File: config.mk
export PLATFORM = sky130hd
export DESIGN_NAME = hmm_control
export DESIGN_NICKNAME = d
export VERILOG_FILES = /design/src/rtl/hmm_pkg.sv /design/src/rtl/hmm_control.sv
export VERILOG_INCLUDE_DIRS = /design/src /design/src/rtl
export SDC_FILE = /design/constraint.sdc
export NUM_CORES = 1
export LEC_CHECK = 0
export BUFFER_PORTS_ARGS = -buffer_cell sky130_fd_sc_hd__buf_4
export CAP_MARGIN = 20
export CELL_PAD_IN_SITES_DETAIL_PLACEMENT = 2
export CELL_PAD_IN_SITES_GLOBAL_PLACEMENT = 2
export CORE_MARGIN = 5
export CORE_UTILIZATION = 26
export CTS_CLUSTER_DIAMETER = 200
export DETAILED_ROUTE_END_ITERATION = 8
export PLACE_DENSITY_LB_ADDON = 0.1
export SLEW_MARGIN = 0
export SYNTH_ARGS = -nofsm -noshare
export SYNTH_HDL_FRONTEND = slang
export SYNTH_SLANG_ARGS = --single-unit
File: constraint.sdc
create_clock -name clock -period 2.1 [get_ports clock]
set_input_delay 0 -clock clock [delete_from_list [all_inputs] [get_ports clock]]
set_output_delay 0 -clock clock [all_outputs]
set_load 0.05 [all_outputs]
File: src/rtl/histogram_match_map_defines.svh
// ----------------------------------------------------------------------------
// histogram_match_map_defines
// Assertion macros used by the histogram match map control module.
// ----------------------------------------------------------------------------
`ifndef HISTOGRAM_MATCH_MAP_DEFINES_SVH
`define HISTOGRAM_MATCH_MAP_DEFINES_SVH

// same-cycle implication, disabled during reset
`define HMM_ASSERT_NOW(lbl, clk, rst, ante, cons, msg) \
   lbl: assert property (@(posedge clk) disable iff (rst) (ante) |-> (cons)) \
      else $error(msg);

// next-cycle implication, disabled during reset
`define HMM_ASSERT_NEXT(lbl, clk, rst, ante, cons, msg) \
   lbl: assert property (@(posedge clk) disable iff (rst) (ante) |=> (cons)) \
      else $error(msg);

`endif

File: src/rtl/hmm_pkg.sv
// ----------------------------------------------------------------------------
// hmm_pkg
// Types and constants of the histogram match map block.
// ----------------------------------------------------------------------------
package hmm_pkg;

   localparam int BIN_COUNT = 256;
   localparam int BIN_W     = $clog2(BIN_COUNT);
   localparam int PTR_W     = BIN_W + 1;
   localparam int CNT_W     = BIN_W + 2;
   localparam int COUNT_W   = 24;
   localparam int WEIGHT_W  = 16;
   localparam int GROUP_W   = BIN_W - 2;
   localparam int MAP_W     = 8;
   localparam int TAP_W     = 17;
   localparam int TAP_COUNT = 4;
   localparam int HALF      = 3;
   localparam int BLUR_LEN  = BIN_COUNT + 2 * HALF;

   // cumulative sums of the six-times smoothed histograms
   localparam int SUM_S_W   = COUNT_W + BIN_W + 3;
   localparam int SUM_T_W   = WEIGHT_W + BIN_W + 3;
   localparam int LO_W      = (SUM_S_W + 1) / 2;
   localparam int HI_W      = SUM_S_W - LO_W;
   localparam int PROD_W    = SUM_S_W + SUM_T_W;

   localparam int BACC_W    = TAP_W + MAP_W + 4;
   localparam int ROUND_SH  = 16;

   localparam logic [MAP_W-1:0] MAP_MAX = '1;

   localparam logic [TAP_W-1:0] TAP_CENTER_RST = TAP_W'(9550);
   localparam logic [TAP_W-1:0] TAP_ONE_RST    = TAP_W'(9502);
   localparam logic [TAP_W-1:0] TAP_TWO_RST    = TAP_W'(9361);
   localparam logic [TAP_W-1:0] TAP_THREE_RST  = TAP_W'(9130);

   // register indexes of the configuration port
   localparam logic [1:0] CSR_CENTER = 2'd0;
   localparam logic [1:0] CSR_ONE    = 2'd1;
   localparam logic [1:0] CSR_TWO    = 2'd2;
   localparam logic [1:0] CSR_THREE  = 2'd3;

   typedef logic [TAP_COUNT-1:0][TAP_W-1:0] tap_array_type;

   typedef enum logic [3:0] {
      ST_IDLE,
      ST_SMOOTH,
      ST_CHECK,
      ST_W_READ,
      ST_W_MUL,
      ST_W_CMP,
      ST_FILL,
      ST_BLUR,
      ST_EMPTY,
      ST_DRAIN
   } state_type;

   typedef struct packed {
      logic               load_en;
      logic [BIN_W-1:0]   load_addr;
      logic               sm_rd;
      logic [BIN_W-1:0]   sm_addr;
      logic               sm_clear;
      logic               sm_shift;
      logic               sm_step;
      logic               sm_first;
      logic               sm_last;
      logic [BIN_W-1:0]   sm_waddr;
      logic               walk_rd;
      logic [BIN_W-1:0]   i_addr;
      logic [BIN_W-1:0]   j_addr;
      logic               walk_mul;
      logic               map_wr;
      logic [BIN_W-1:0]   map_addr;
      logic [MAP_W-1:0]   map_data;
      logic               blur_start;
      logic               blur_rd;
      logic [BIN_W-1:0]   blur_addr;
      logic               emit_empty;
      logic [GROUP_W-1:0] emit_group;
   } cmd_type;

   typedef struct packed {
      logic cmp_le;
      logic empty;
      logic last_out;
   } status_type;

endpackage

File: src/rtl/hmm_control.sv
// ----------------------------------------------------------------------------
// hmm_control
// Sequencer: load, smoothing sweep, matching walk, fill, blur sweep, output.
// ----------------------------------------------------------------------------
`include "histogram_match_map_defines.svh"

module hmm_control (
   input  logic                 clock,
   input  logic                 reset,
   input  logic                 start,
   input  logic                 final_bin,
   output logic                 busy,
   output hmm_pkg::cmd_type     cmd,
   input  hmm_pkg::status_type  status
);

   localparam int BN = hmm_pkg::BIN_COUNT;

   hmm_pkg::state_type             state_ff, state_in;
   logic [hmm_pkg::BIN_W-1:0]      pos_ff, pos_in;
   logic [hmm_pkg::CNT_W-1:0]      cnt_ff, cnt_in, refl;
   logic [hmm_pkg::PTR_W-1:0]      i_ff, i_in, j_ff, j_in;

   // state and counters
   always_ff @(posedge clock) begin
      if (reset) begin
         state_ff <= hmm_pkg::ST_IDLE;
         pos_ff   <= '0;
         cnt_ff   <= '0;
         i_ff     <= '0;
         j_ff     <= '0;
      end else begin
         state_ff <= state_in;
         pos_ff   <= pos_in;
         cnt_ff   <= cnt_in;
         i_ff     <= i_in;
         j_ff     <= j_in;
      end
   end

   // reflect-101 index of the blur stream
   always_comb begin
      if (cnt_ff < hmm_pkg::CNT_W'(hmm_pkg::HALF)) begin
         refl = hmm_pkg::CNT_W'(hmm_pkg::HALF) - cnt_ff;
      end else if (cnt_ff >= hmm_pkg::CNT_W'(BN + hmm_pkg::HALF)) begin
         refl = hmm_pkg::CNT_W'(2 * BN + 1) - cnt_ff;
      end else begin
         refl = cnt_ff - hmm_pkg::CNT_W'(hmm_pkg::HALF);
      end
   end

   // next state and commands
   always_comb begin
      state_in = state_ff;
      pos_in   = pos_ff;
      cnt_in   = cnt_ff;
      i_in     = i_ff;
      j_in     = j_ff;
      busy     = 1'b1;
      cmd      = '0;
      cmd.load_addr  = pos_ff;
      cmd.sm_addr    = cnt_ff[hmm_pkg::BIN_W-1:0];
      cmd.sm_waddr   = hmm_pkg::BIN_W'(cnt_ff - hmm_pkg::CNT_W'(2));
      cmd.i_addr     = i_ff[hmm_pkg::BIN_W-1:0];
      cmd.j_addr     = j_ff[hmm_pkg::BIN_W-1:0];
      cmd.map_addr   = i_ff[hmm_pkg::BIN_W-1:0];
      cmd.map_data   = hmm_pkg::MAP_MAX;
      cmd.blur_addr  = refl[hmm_pkg::BIN_W-1:0];
      cmd.emit_group = cnt_ff[hmm_pkg::GROUP_W-1:0];
      unique case (state_ff)
         hmm_pkg::ST_IDLE: begin
            busy = 1'b0;
            if (start) begin
               cmd.load_en = 1'b1;
               if (final_bin) begin
                  pos_in   = '0;
                  cnt_in   = '0;
                  state_in = hmm_pkg::ST_SMOOTH;
               end else begin
                  pos_in = pos_ff + 1'b1;
               end
            end
         end
         hmm_pkg::ST_SMOOTH: begin
            cmd.sm_rd    = (cnt_ff < hmm_pkg::CNT_W'(BN));
            cmd.sm_clear = (cnt_ff == '0);
            cmd.sm_shift = (cnt_ff >= hmm_pkg::CNT_W'(1)) &&
                           (cnt_ff <= hmm_pkg::CNT_W'(BN));
            cmd.sm_step  = (cnt_ff >= hmm_pkg::CNT_W'(2));
            cmd.sm_first = (cnt_ff == hmm_pkg::CNT_W'(2));
            cmd.sm_last  = (cnt_ff == hmm_pkg::CNT_W'(BN + 1));
            cnt_in = cnt_ff + 1'b1;
            if (cnt_ff == hmm_pkg::CNT_W'(BN + 1)) begin
               state_in = hmm_pkg::ST_CHECK;
            end
         end
         hmm_pkg::ST_CHECK: begin
            cnt_in = '0;
            i_in   = '0;
            j_in   = '0;
            state_in = status.empty ? hmm_pkg::ST_EMPTY : hmm_pkg::ST_W_READ;
         end
         hmm_pkg::ST_W_READ: begin
            cmd.walk_rd = 1'b1;
            state_in = hmm_pkg::ST_W_MUL;
         end
         hmm_pkg::ST_W_MUL: begin
            cmd.walk_mul = 1'b1;
            state_in = hmm_pkg::ST_W_CMP;
         end
         hmm_pkg::ST_W_CMP: begin
            if (status.cmp_le) begin
               cmd.map_wr   = 1'b1;
               cmd.map_data = j_ff[hmm_pkg::BIN_W-1:0];
               i_in = i_ff + 1'b1;
               if (i_ff == hmm_pkg::PTR_W'(BN - 1)) begin
                  cmd.blur_start = 1'b1;
                  cnt_in   = '0;
                  state_in = hmm_pkg::ST_BLUR;
               end else begin
                  state_in = hmm_pkg::ST_W_READ;
               end
            end else begin
               j_in = j_ff + 1'b1;
               state_in = (j_ff == hmm_pkg::PTR_W'(BN - 1)) ? hmm_pkg::ST_FILL
                                                          : hmm_pkg::ST_W_READ;
            end
         end
         hmm_pkg::ST_FILL: begin
            cmd.map_wr = 1'b1;
            i_in = i_ff + 1'b1;
            if (i_ff == hmm_pkg::PTR_W'(BN - 1)) begin
               cmd.blur_start = 1'b1;
               cnt_in   = '0;
               state_in = hmm_pkg::ST_BLUR;
            end
         end
         hmm_pkg::ST_BLUR: begin
            cmd.blur_rd = 1'b1;
            cnt_in = cnt_ff + 1'b1;
            if (cnt_ff == hmm_pkg::CNT_W'(hmm_pkg::BLUR_LEN - 1)) begin
               state_in = hmm_pkg::ST_DRAIN;
            end
         end
         hmm_pkg::ST_EMPTY: begin
            cmd.emit_empty = 1'b1;
            cnt_in = cnt_ff + 1'b1;
            if (cnt_ff == hmm_pkg::CNT_W'(BN / 4 - 1)) begin
               state_in = hmm_pkg::ST_DRAIN;
            end
         end
         hmm_pkg::ST_DRAIN: begin
            if (status.last_out) begin
               state_in = hmm_pkg::ST_IDLE;
            end
         end
         default: begin
            state_in = hmm_pkg::ST_IDLE;
         end
      endcase
   end

   // checks
   `HMM_ASSERT_NOW(a_walk_ptrs, clock, reset, state_ff == hmm_pkg::ST_W_READ, !i_ff[hmm_pkg::BIN_W] && !j_ff[hmm_pkg::BIN_W], "walk pointer out of range")
   `HMM_ASSERT_NOW(a_smooth_pos, clock, reset, state_ff == hmm_pkg::ST_SMOOTH, pos_ff == '0, "load position not cleared at final bin")
   `HMM_ASSERT_NEXT(a_cmp_order, clock, reset, state_ff == hmm_pkg::ST_W_MUL, state_ff == hmm_pkg::ST_W_CMP, "compare step out of order")

endmodule

==> results.md, run 1 <==
- Synth cell count leaders: 45 x nor2_1, 41 x buf_4, 40 x dfxtp_1, 32 x a21oi_1, 25 x nand2_1
- First-pass GRT wire length: approximately 19000 um
- Fmax: 0.420 GHz
- Sequential share of the synthesized area: roughly 26%
- Synthesized cell area: 3090 um2
- Tcrit/Tclk final: 113%
- Synth warn: 0
- Status: finished with violations
- Clock Sinks: 40
- Tightest Pin Transition: 511 ps
- Top-area cell type share of the netlist area: 25.9%
- P&R area growth vs syn: 51.7%
- # rows: 39
- Design Power: 3.93 mW
- CP Max Fanout: 6
- Antenna cells: 0
- CTS tree: done
- Drt wl/cell: 18.1 um
- Synthesized instance count: about 400
- Initial core utilization: a little over a quarter
- Hold Slack: 83.2 ps
- Post-DRT Antenna Nets: 0
- CTS clk-pin slew, worst paths: around 70 ps
- H-tree Lvls: 2
- Failing checks: negative setup slack
- Critical Path RT: ~2100 ps
- IO Pins: 91
- Largest net degree at the start of global routing: 25
- Initial antenna violation count: 0
- Syn_nets: approximately 430
- CTS root buf: clkbuf_16
- Layout cells sized above 1: 47.6%
- Count leader, synth: nor2_1
- Core area: 11500 um2
- Final setup fails: 9
- Slew Limit Fails: 0
- Slew headroom: about two thirds
- Worst clock skew: 5.38 ps
- Vias/cell: 5.06
- Final min period: 2380 ps
- Data arrival, critical path: 2380 ps
- Avg Inst Size Synth: 7.63 um2
- DP Wirelength: 8480 um
- Iter 0 DRT Violations: 117
- Clk buf depth: 2
- Leakage power: slightly above 2 nW
- Setup ws final: -282 ps
- # DRC: 0
- Top cells by area, synth: dfxtp_1 26%, buf_4 10%, ha_1 6.1%
- RePlAce Congestion: ~0.79
- Leading area contributor after synthesis: dfxtp_1
- Port-buffer cells: 90
- Setup TNS Final: -1770 ps
- GRT Residual Overflow: 0
- GRT Resource Usage Total: roughly 16%
- RSZ-0062 raised after global routing: true
- CP Capture Type: primary output
- Crit path kind: reg2out
- CTS Buf Count: 5
- Fin. Hold Viols: 0
- Number of global-route vias before repair: ~3.6k
- Nets: approximately 530
- Startpoint Class: register
- Via count: approximately 3.3k
- Worst hold path class: in2reg
- Worst skew pair latency: 290 ps
- Post-synth top flop: dfxtp_1
- Post-synth EDFFs: 0
- Async set-or-reset flop fraction in the synthesized netlist: 0%
- Die area: 14200 um2
- Peak VDD IR: 0.408 mV
- TritonRoute pass-1 iters: 4
- Pwr/cell area: approximately 840 nW/um2
- Synth Register Bits: 40
- Post-synth cell types: 55
- Final wirelength: ~12000 um
- # Max-Cap Violations: 0
- Die height: about 120 um
- Die Wd: 119 um
==> power by group <==
group	total [mW]	internal, mW	switching, mW
logic	2.09	0.734	1.36
clock network	0.964	0.627	0.337
registers	0.877	0.806	0.0718
total	3.93	2.17	1.77
==> cell usage in the layout (no fill, tap or decap), types with 7 or more instances in the layout <==
master	n
buf_4	133
nor2_1	44
dfxtp_1	30
a21oi_1	22
nand2_1	20
xor2_1	16
buf_6	16
nor3_1	13
ha_1	12
nand3_1	11
o21ai_0	11
inv_1	10
or2_2	10
nand2b_1	9
dfxtp_2	9
nand4_1	8
a21oi_2	8
xnor2_1	7
==> final timing paths <==
path,startpoint,to,cells past startpoint,slack [ps]
min,reset,i_ff[8],2,80
max reg2reg,cnt_ff[5],state_ff[3],8,70
min reg2reg,pos_ff[7],pos_ff[7],2,530
max,cnt_ff[5],cmd[10],8,-280
==> registers in the layout (all words and copies together), names as in the netlist <==
signal / flops
state_ff: 4
cnt_ff: 10
j_ff: 9
pos_ff: 8
i_ff: 9
==> what timing repair did <==
| item | in CTS | in global routing |
|---|---|---|
| buffers inserted | 10 | 5 |
| resized for setup | 36 | 42 |
| gates cloned | 0 | 1 |
| pin swaps | 15 | 12 |
| setup endpoints to repair | 13 | 35 |
| hold buffers | 0 | 0 |
==> metal layers <==
metal | vias up | routed length [um] | global-route usage [%]
li1 | 1561 | - | -
met3 | 10 | 395 | 3.36
met5 | - | 0 | 0
met4 | 0 | 133 | 3.48
met1 | 1643 | 5320 | 20.5
met2 | 63 | 5860 | 28.5
==> area by class of cell <==
class / instances / area, um2
flip-flops and latches: 40 / 816
clock buffers: 7 / 153
clock inverters: 1 / 30.0
multi-input cells: 292 / 2260
inverters: 14 / 61.3
well taps: 143 / 179
repair buffers: 150 / 1190
fillers: 1298 / 6830
==> per-stage QoR <==
| stage | util [%] | cells | worst slack (ps) | area [um2] |
|---|---|---|---|---|
| 6_report | 40.7 | 647 | -282 | 4690 |
| 5_1_grt | 40.7 | 647 | -354 | 4690 |
| 4_1_cts | 39.1 | 643 | -283 | 4500 |
| 3_5_place_dp | 35.7 | 625 | -66.1 | 4110 |
| 3_3_place_gp | 35.7 | 625 | -7.30 | 4110 |
| 2_1_floorplan | - | 405 | -132 | 3310 |
==> cells by family (layout without fill, tap and decap cells) <==
group,after synthesis,after routing,share of synthesized area [%]
compound gates,76,77,15.6
simple gates,163,163,27.5
buf+inv,74,172,14.1
flops,40,40,25.9
xor+xnor,29,29,8.22
fa+ha+maj,15,15,6.07
mux,8,8,2.63
==> critical path: stages, from the launching register on <==
cell and delay [ps]:
dfxtp_2 320, or4_4 540, buf_6 140, o31ai_4 170, buf_6 190, mux2i_1 260
xnor2_1 150, o21ai_4 150, buf_6 170
Power figures use the tool's default switching activity.
==> run 2, diff against run 1 <==
--- a/config.mk
+++ b/config.mk
@@ -15,7 +15,8 @@
 export CTS_CLUSTER_DIAMETER = 200
 export DETAILED_ROUTE_END_ITERATION = 8
 export PLACE_DENSITY_LB_ADDON = 0.1
-export SLEW_MARGIN = 0
+export SKIP_LAST_GASP = 1
+export SLEW_MARGIN = 5
 export SYNTH_ARGS = -nofsm -noshare
 export SYNTH_HDL_FRONTEND = slang
 export SYNTH_SLANG_ARGS = --single-unit
==> run 2 against run 1 <==
Compared with the run above: the flow still finishes with violations (negative setup slack); die area unchanged; first-iteration DRC count up 1.7%; via count down 0.43%; wire length up 0.33%; critical endpoint is now cmd[11]; cell count down 0.31%; combinational power about the same; largest power group unchanged.
==> results.md, run 2 (synthesis gave the netlist of run 1 again) <==
- Status: finished with violations
- Failing checks: negative setup slack
- RSZ-0062 raised after global routing: true
- Layout cells sized above 1: between 40 and 50%
- Setup ws final: -287 ps
- Clock Sinks: 40
- CTS clk-pin slew, worst paths: 60 ps
- Vias/cell: just over 5
- Initial core utilization: a little over a quarter
- Placed insts: 625
- IO Pins: 91
- Final min period: around 2400 ps
- First-pass GRT wire length: ~19000 um
- Final setup fails: 9
- Most common cell after layout, fill and taps aside: buf_4
- Largest net degree at the start of global routing: 25
- Startpoint Class: register
- Final wirelength: 11700 um
- Worst hold path class: in2reg
- Via count: 3263
- DP Wirelength: roughly 8500 um
- Pwr/cell area: 839 nW/um2
- CTS Buf Count: 5
- Crit. Startpoint: cnt_ff[5]
- Critical Path RT: about 2100 ps
- Worst-path cell chain: or4_4, buf_6, o31ai_4, buf_6, buf_4, buf_4, a32oi_2, xor2_4, buf_6
- Critical hold path startpoint: reset
- # DRC: 0
- Die area: 14200 um2
- Hold Path Depth: 2
- Largest reg by FF count: cnt_ff
- Register area: approximately 810 um2
- Worst r2r src: cnt_ff[5]
- Post-DRT Antenna Nets: 0
- Fmax: between 0.4 and 0.5 GHz
- Die Wd: roughly 120 um
- CP Max Fanout: 6
- Placed cell area: 4110 um2
- Fillers: about 1.3k
- TritonRoute pass-1 iters: 4
- Leakage power: roughly 2.0 nW
- Initial antenna violation count: 0
- Data arrival, critical path: between 2000 and 2500 ps
- H-tree Lvls: 2
- Antenna cells: 0
- Slew headroom: 65.6%
- GRT Resource Usage Total: 16.2%
- # Max-Cap Violations: 0
- Peak VDD IR: roughly 0.40 mV
- Worst skew pair latency: roughly 290 ps
- Number of global-route vias before repair: 3598
- Final Non-Filler Cells: ~650
- Worst path most repeated cell: buf_6
- CTS tree: done
- Die height: 119 um
- Final Cell Area: around 4700 um2
- GRT Residual Overflow: 0
- RePlAce Congestion: 0.789
- Crit-path max cell delay: around 540 ps
- # rows: 39
- P&R area growth vs syn: 51.0%
- Tcrit/Tclk final: 114%
- Port-buffer cells: 90
- Most frequent cells in the layout: 131 x buf_4, 44 x nor2_1, 32 x dfxtp_1, 22 x a21oi_1, 21 x nand2_1
- Critical-path top delay cell: or4_4
- CTS root buf: clkbuf_16
- Worst Reg-to-Reg Cells: 8
- Tightest Pin Transition: around 510 ps
- Nets: 523
- Fin. Hold Viols: 0
- Clk buf depth: 2
- CP Capture Type: primary output
- Multi-input gate area: 2250 um2
- Core area: roughly 12000 um2
- Crit path kind: reg2out
- Worst clock skew: roughly 5.0 ps
- Slew Limit Fails: 0
- Drt wl/cell: between 15 and 20 um
- Max reg flops: 10
- Leading registers by flop count: cnt_ff (10), i_ff (9), j_ff (9)
- Iter 0 DRT Violations: about 120
- Post-route core utilization: 40.5%
## run 2: final cells by class
| type | count | share of cell area (%) |
|---|---|---|
| Multi-Input combinational cell | 292 | 48.3 |
| Inverter | 14 | 1.31 |
| Clock buffer | 7 | 3.27 |
| Clock inverter | 1 | 0.643 |
| Timing Repair Buffer | 148 | 25.3 |
| Tap cell | 143 | 3.83 |
| Sequential cell | 40 | 17.4 |
## run 2: stage by stage
step,hold slack [ps],power [mW],TNS (ps),setup WS (ps)
6_report,81.5,3.91,-1800,-287
4_1_cts,70.5,3.81,-2110,-283
3_5_place_dp,380,2.74,-241,-66.1
2_1_floorplan,171,2.16,-368,-132
3_3_place_gp,376,2.71,-7.30,-7.30
5_1_grt,84.0,4.12,-2630,-350
## run 2: critical path: cells and delay by family (launching register included)
kind / cells / cell delay [ps]
AOI/OAI and AO/OA: 2 / 320
DFF: 1 / 320
buffers and inverters: 5 / 730
xor gates and xnor gates: 1 / 190
and+or+nand+nor: 1 / 540
## run 2: report_power, final
part | total (mW) | switching, mW | internal [mW]
Combinational | 2.07 | 1.35 | 0.719
Clock | 0.966 | 0.340 | 0.627
Sequential | 0.875 | 0.0707 | 0.804
Total | 3.91 | 1.76 | 2.15
## run 2: final timing paths
check | end | slack (ps)
min reg2reg | pos_ff[7] | 540
max | cmd[11] | -290
min | i_ff[8] | 80
max reg2reg | state_ff[3] | 90
## run 2: routing by layer
metal	global-route usage [%]	wire, um	vias up
met5	0	0	-
met2	28.4	5870	55
met4	3.48	149	0
met1	20.5	5330	1640
li1	-	-	1556
met3	3.36	394	12
## run 2: what timing repair did
| action | in CTS | in global routing |
|---|---|---|
| hold buffers | 0 | 0 |
| pin swaps | 15 | 11 |
| gates resized for setup | 33 | 42 |
| cloned | 0 | 1 |
| setup buffers | 10 | 3 |
| endpoints found under the setup margin | 13 | 35 |
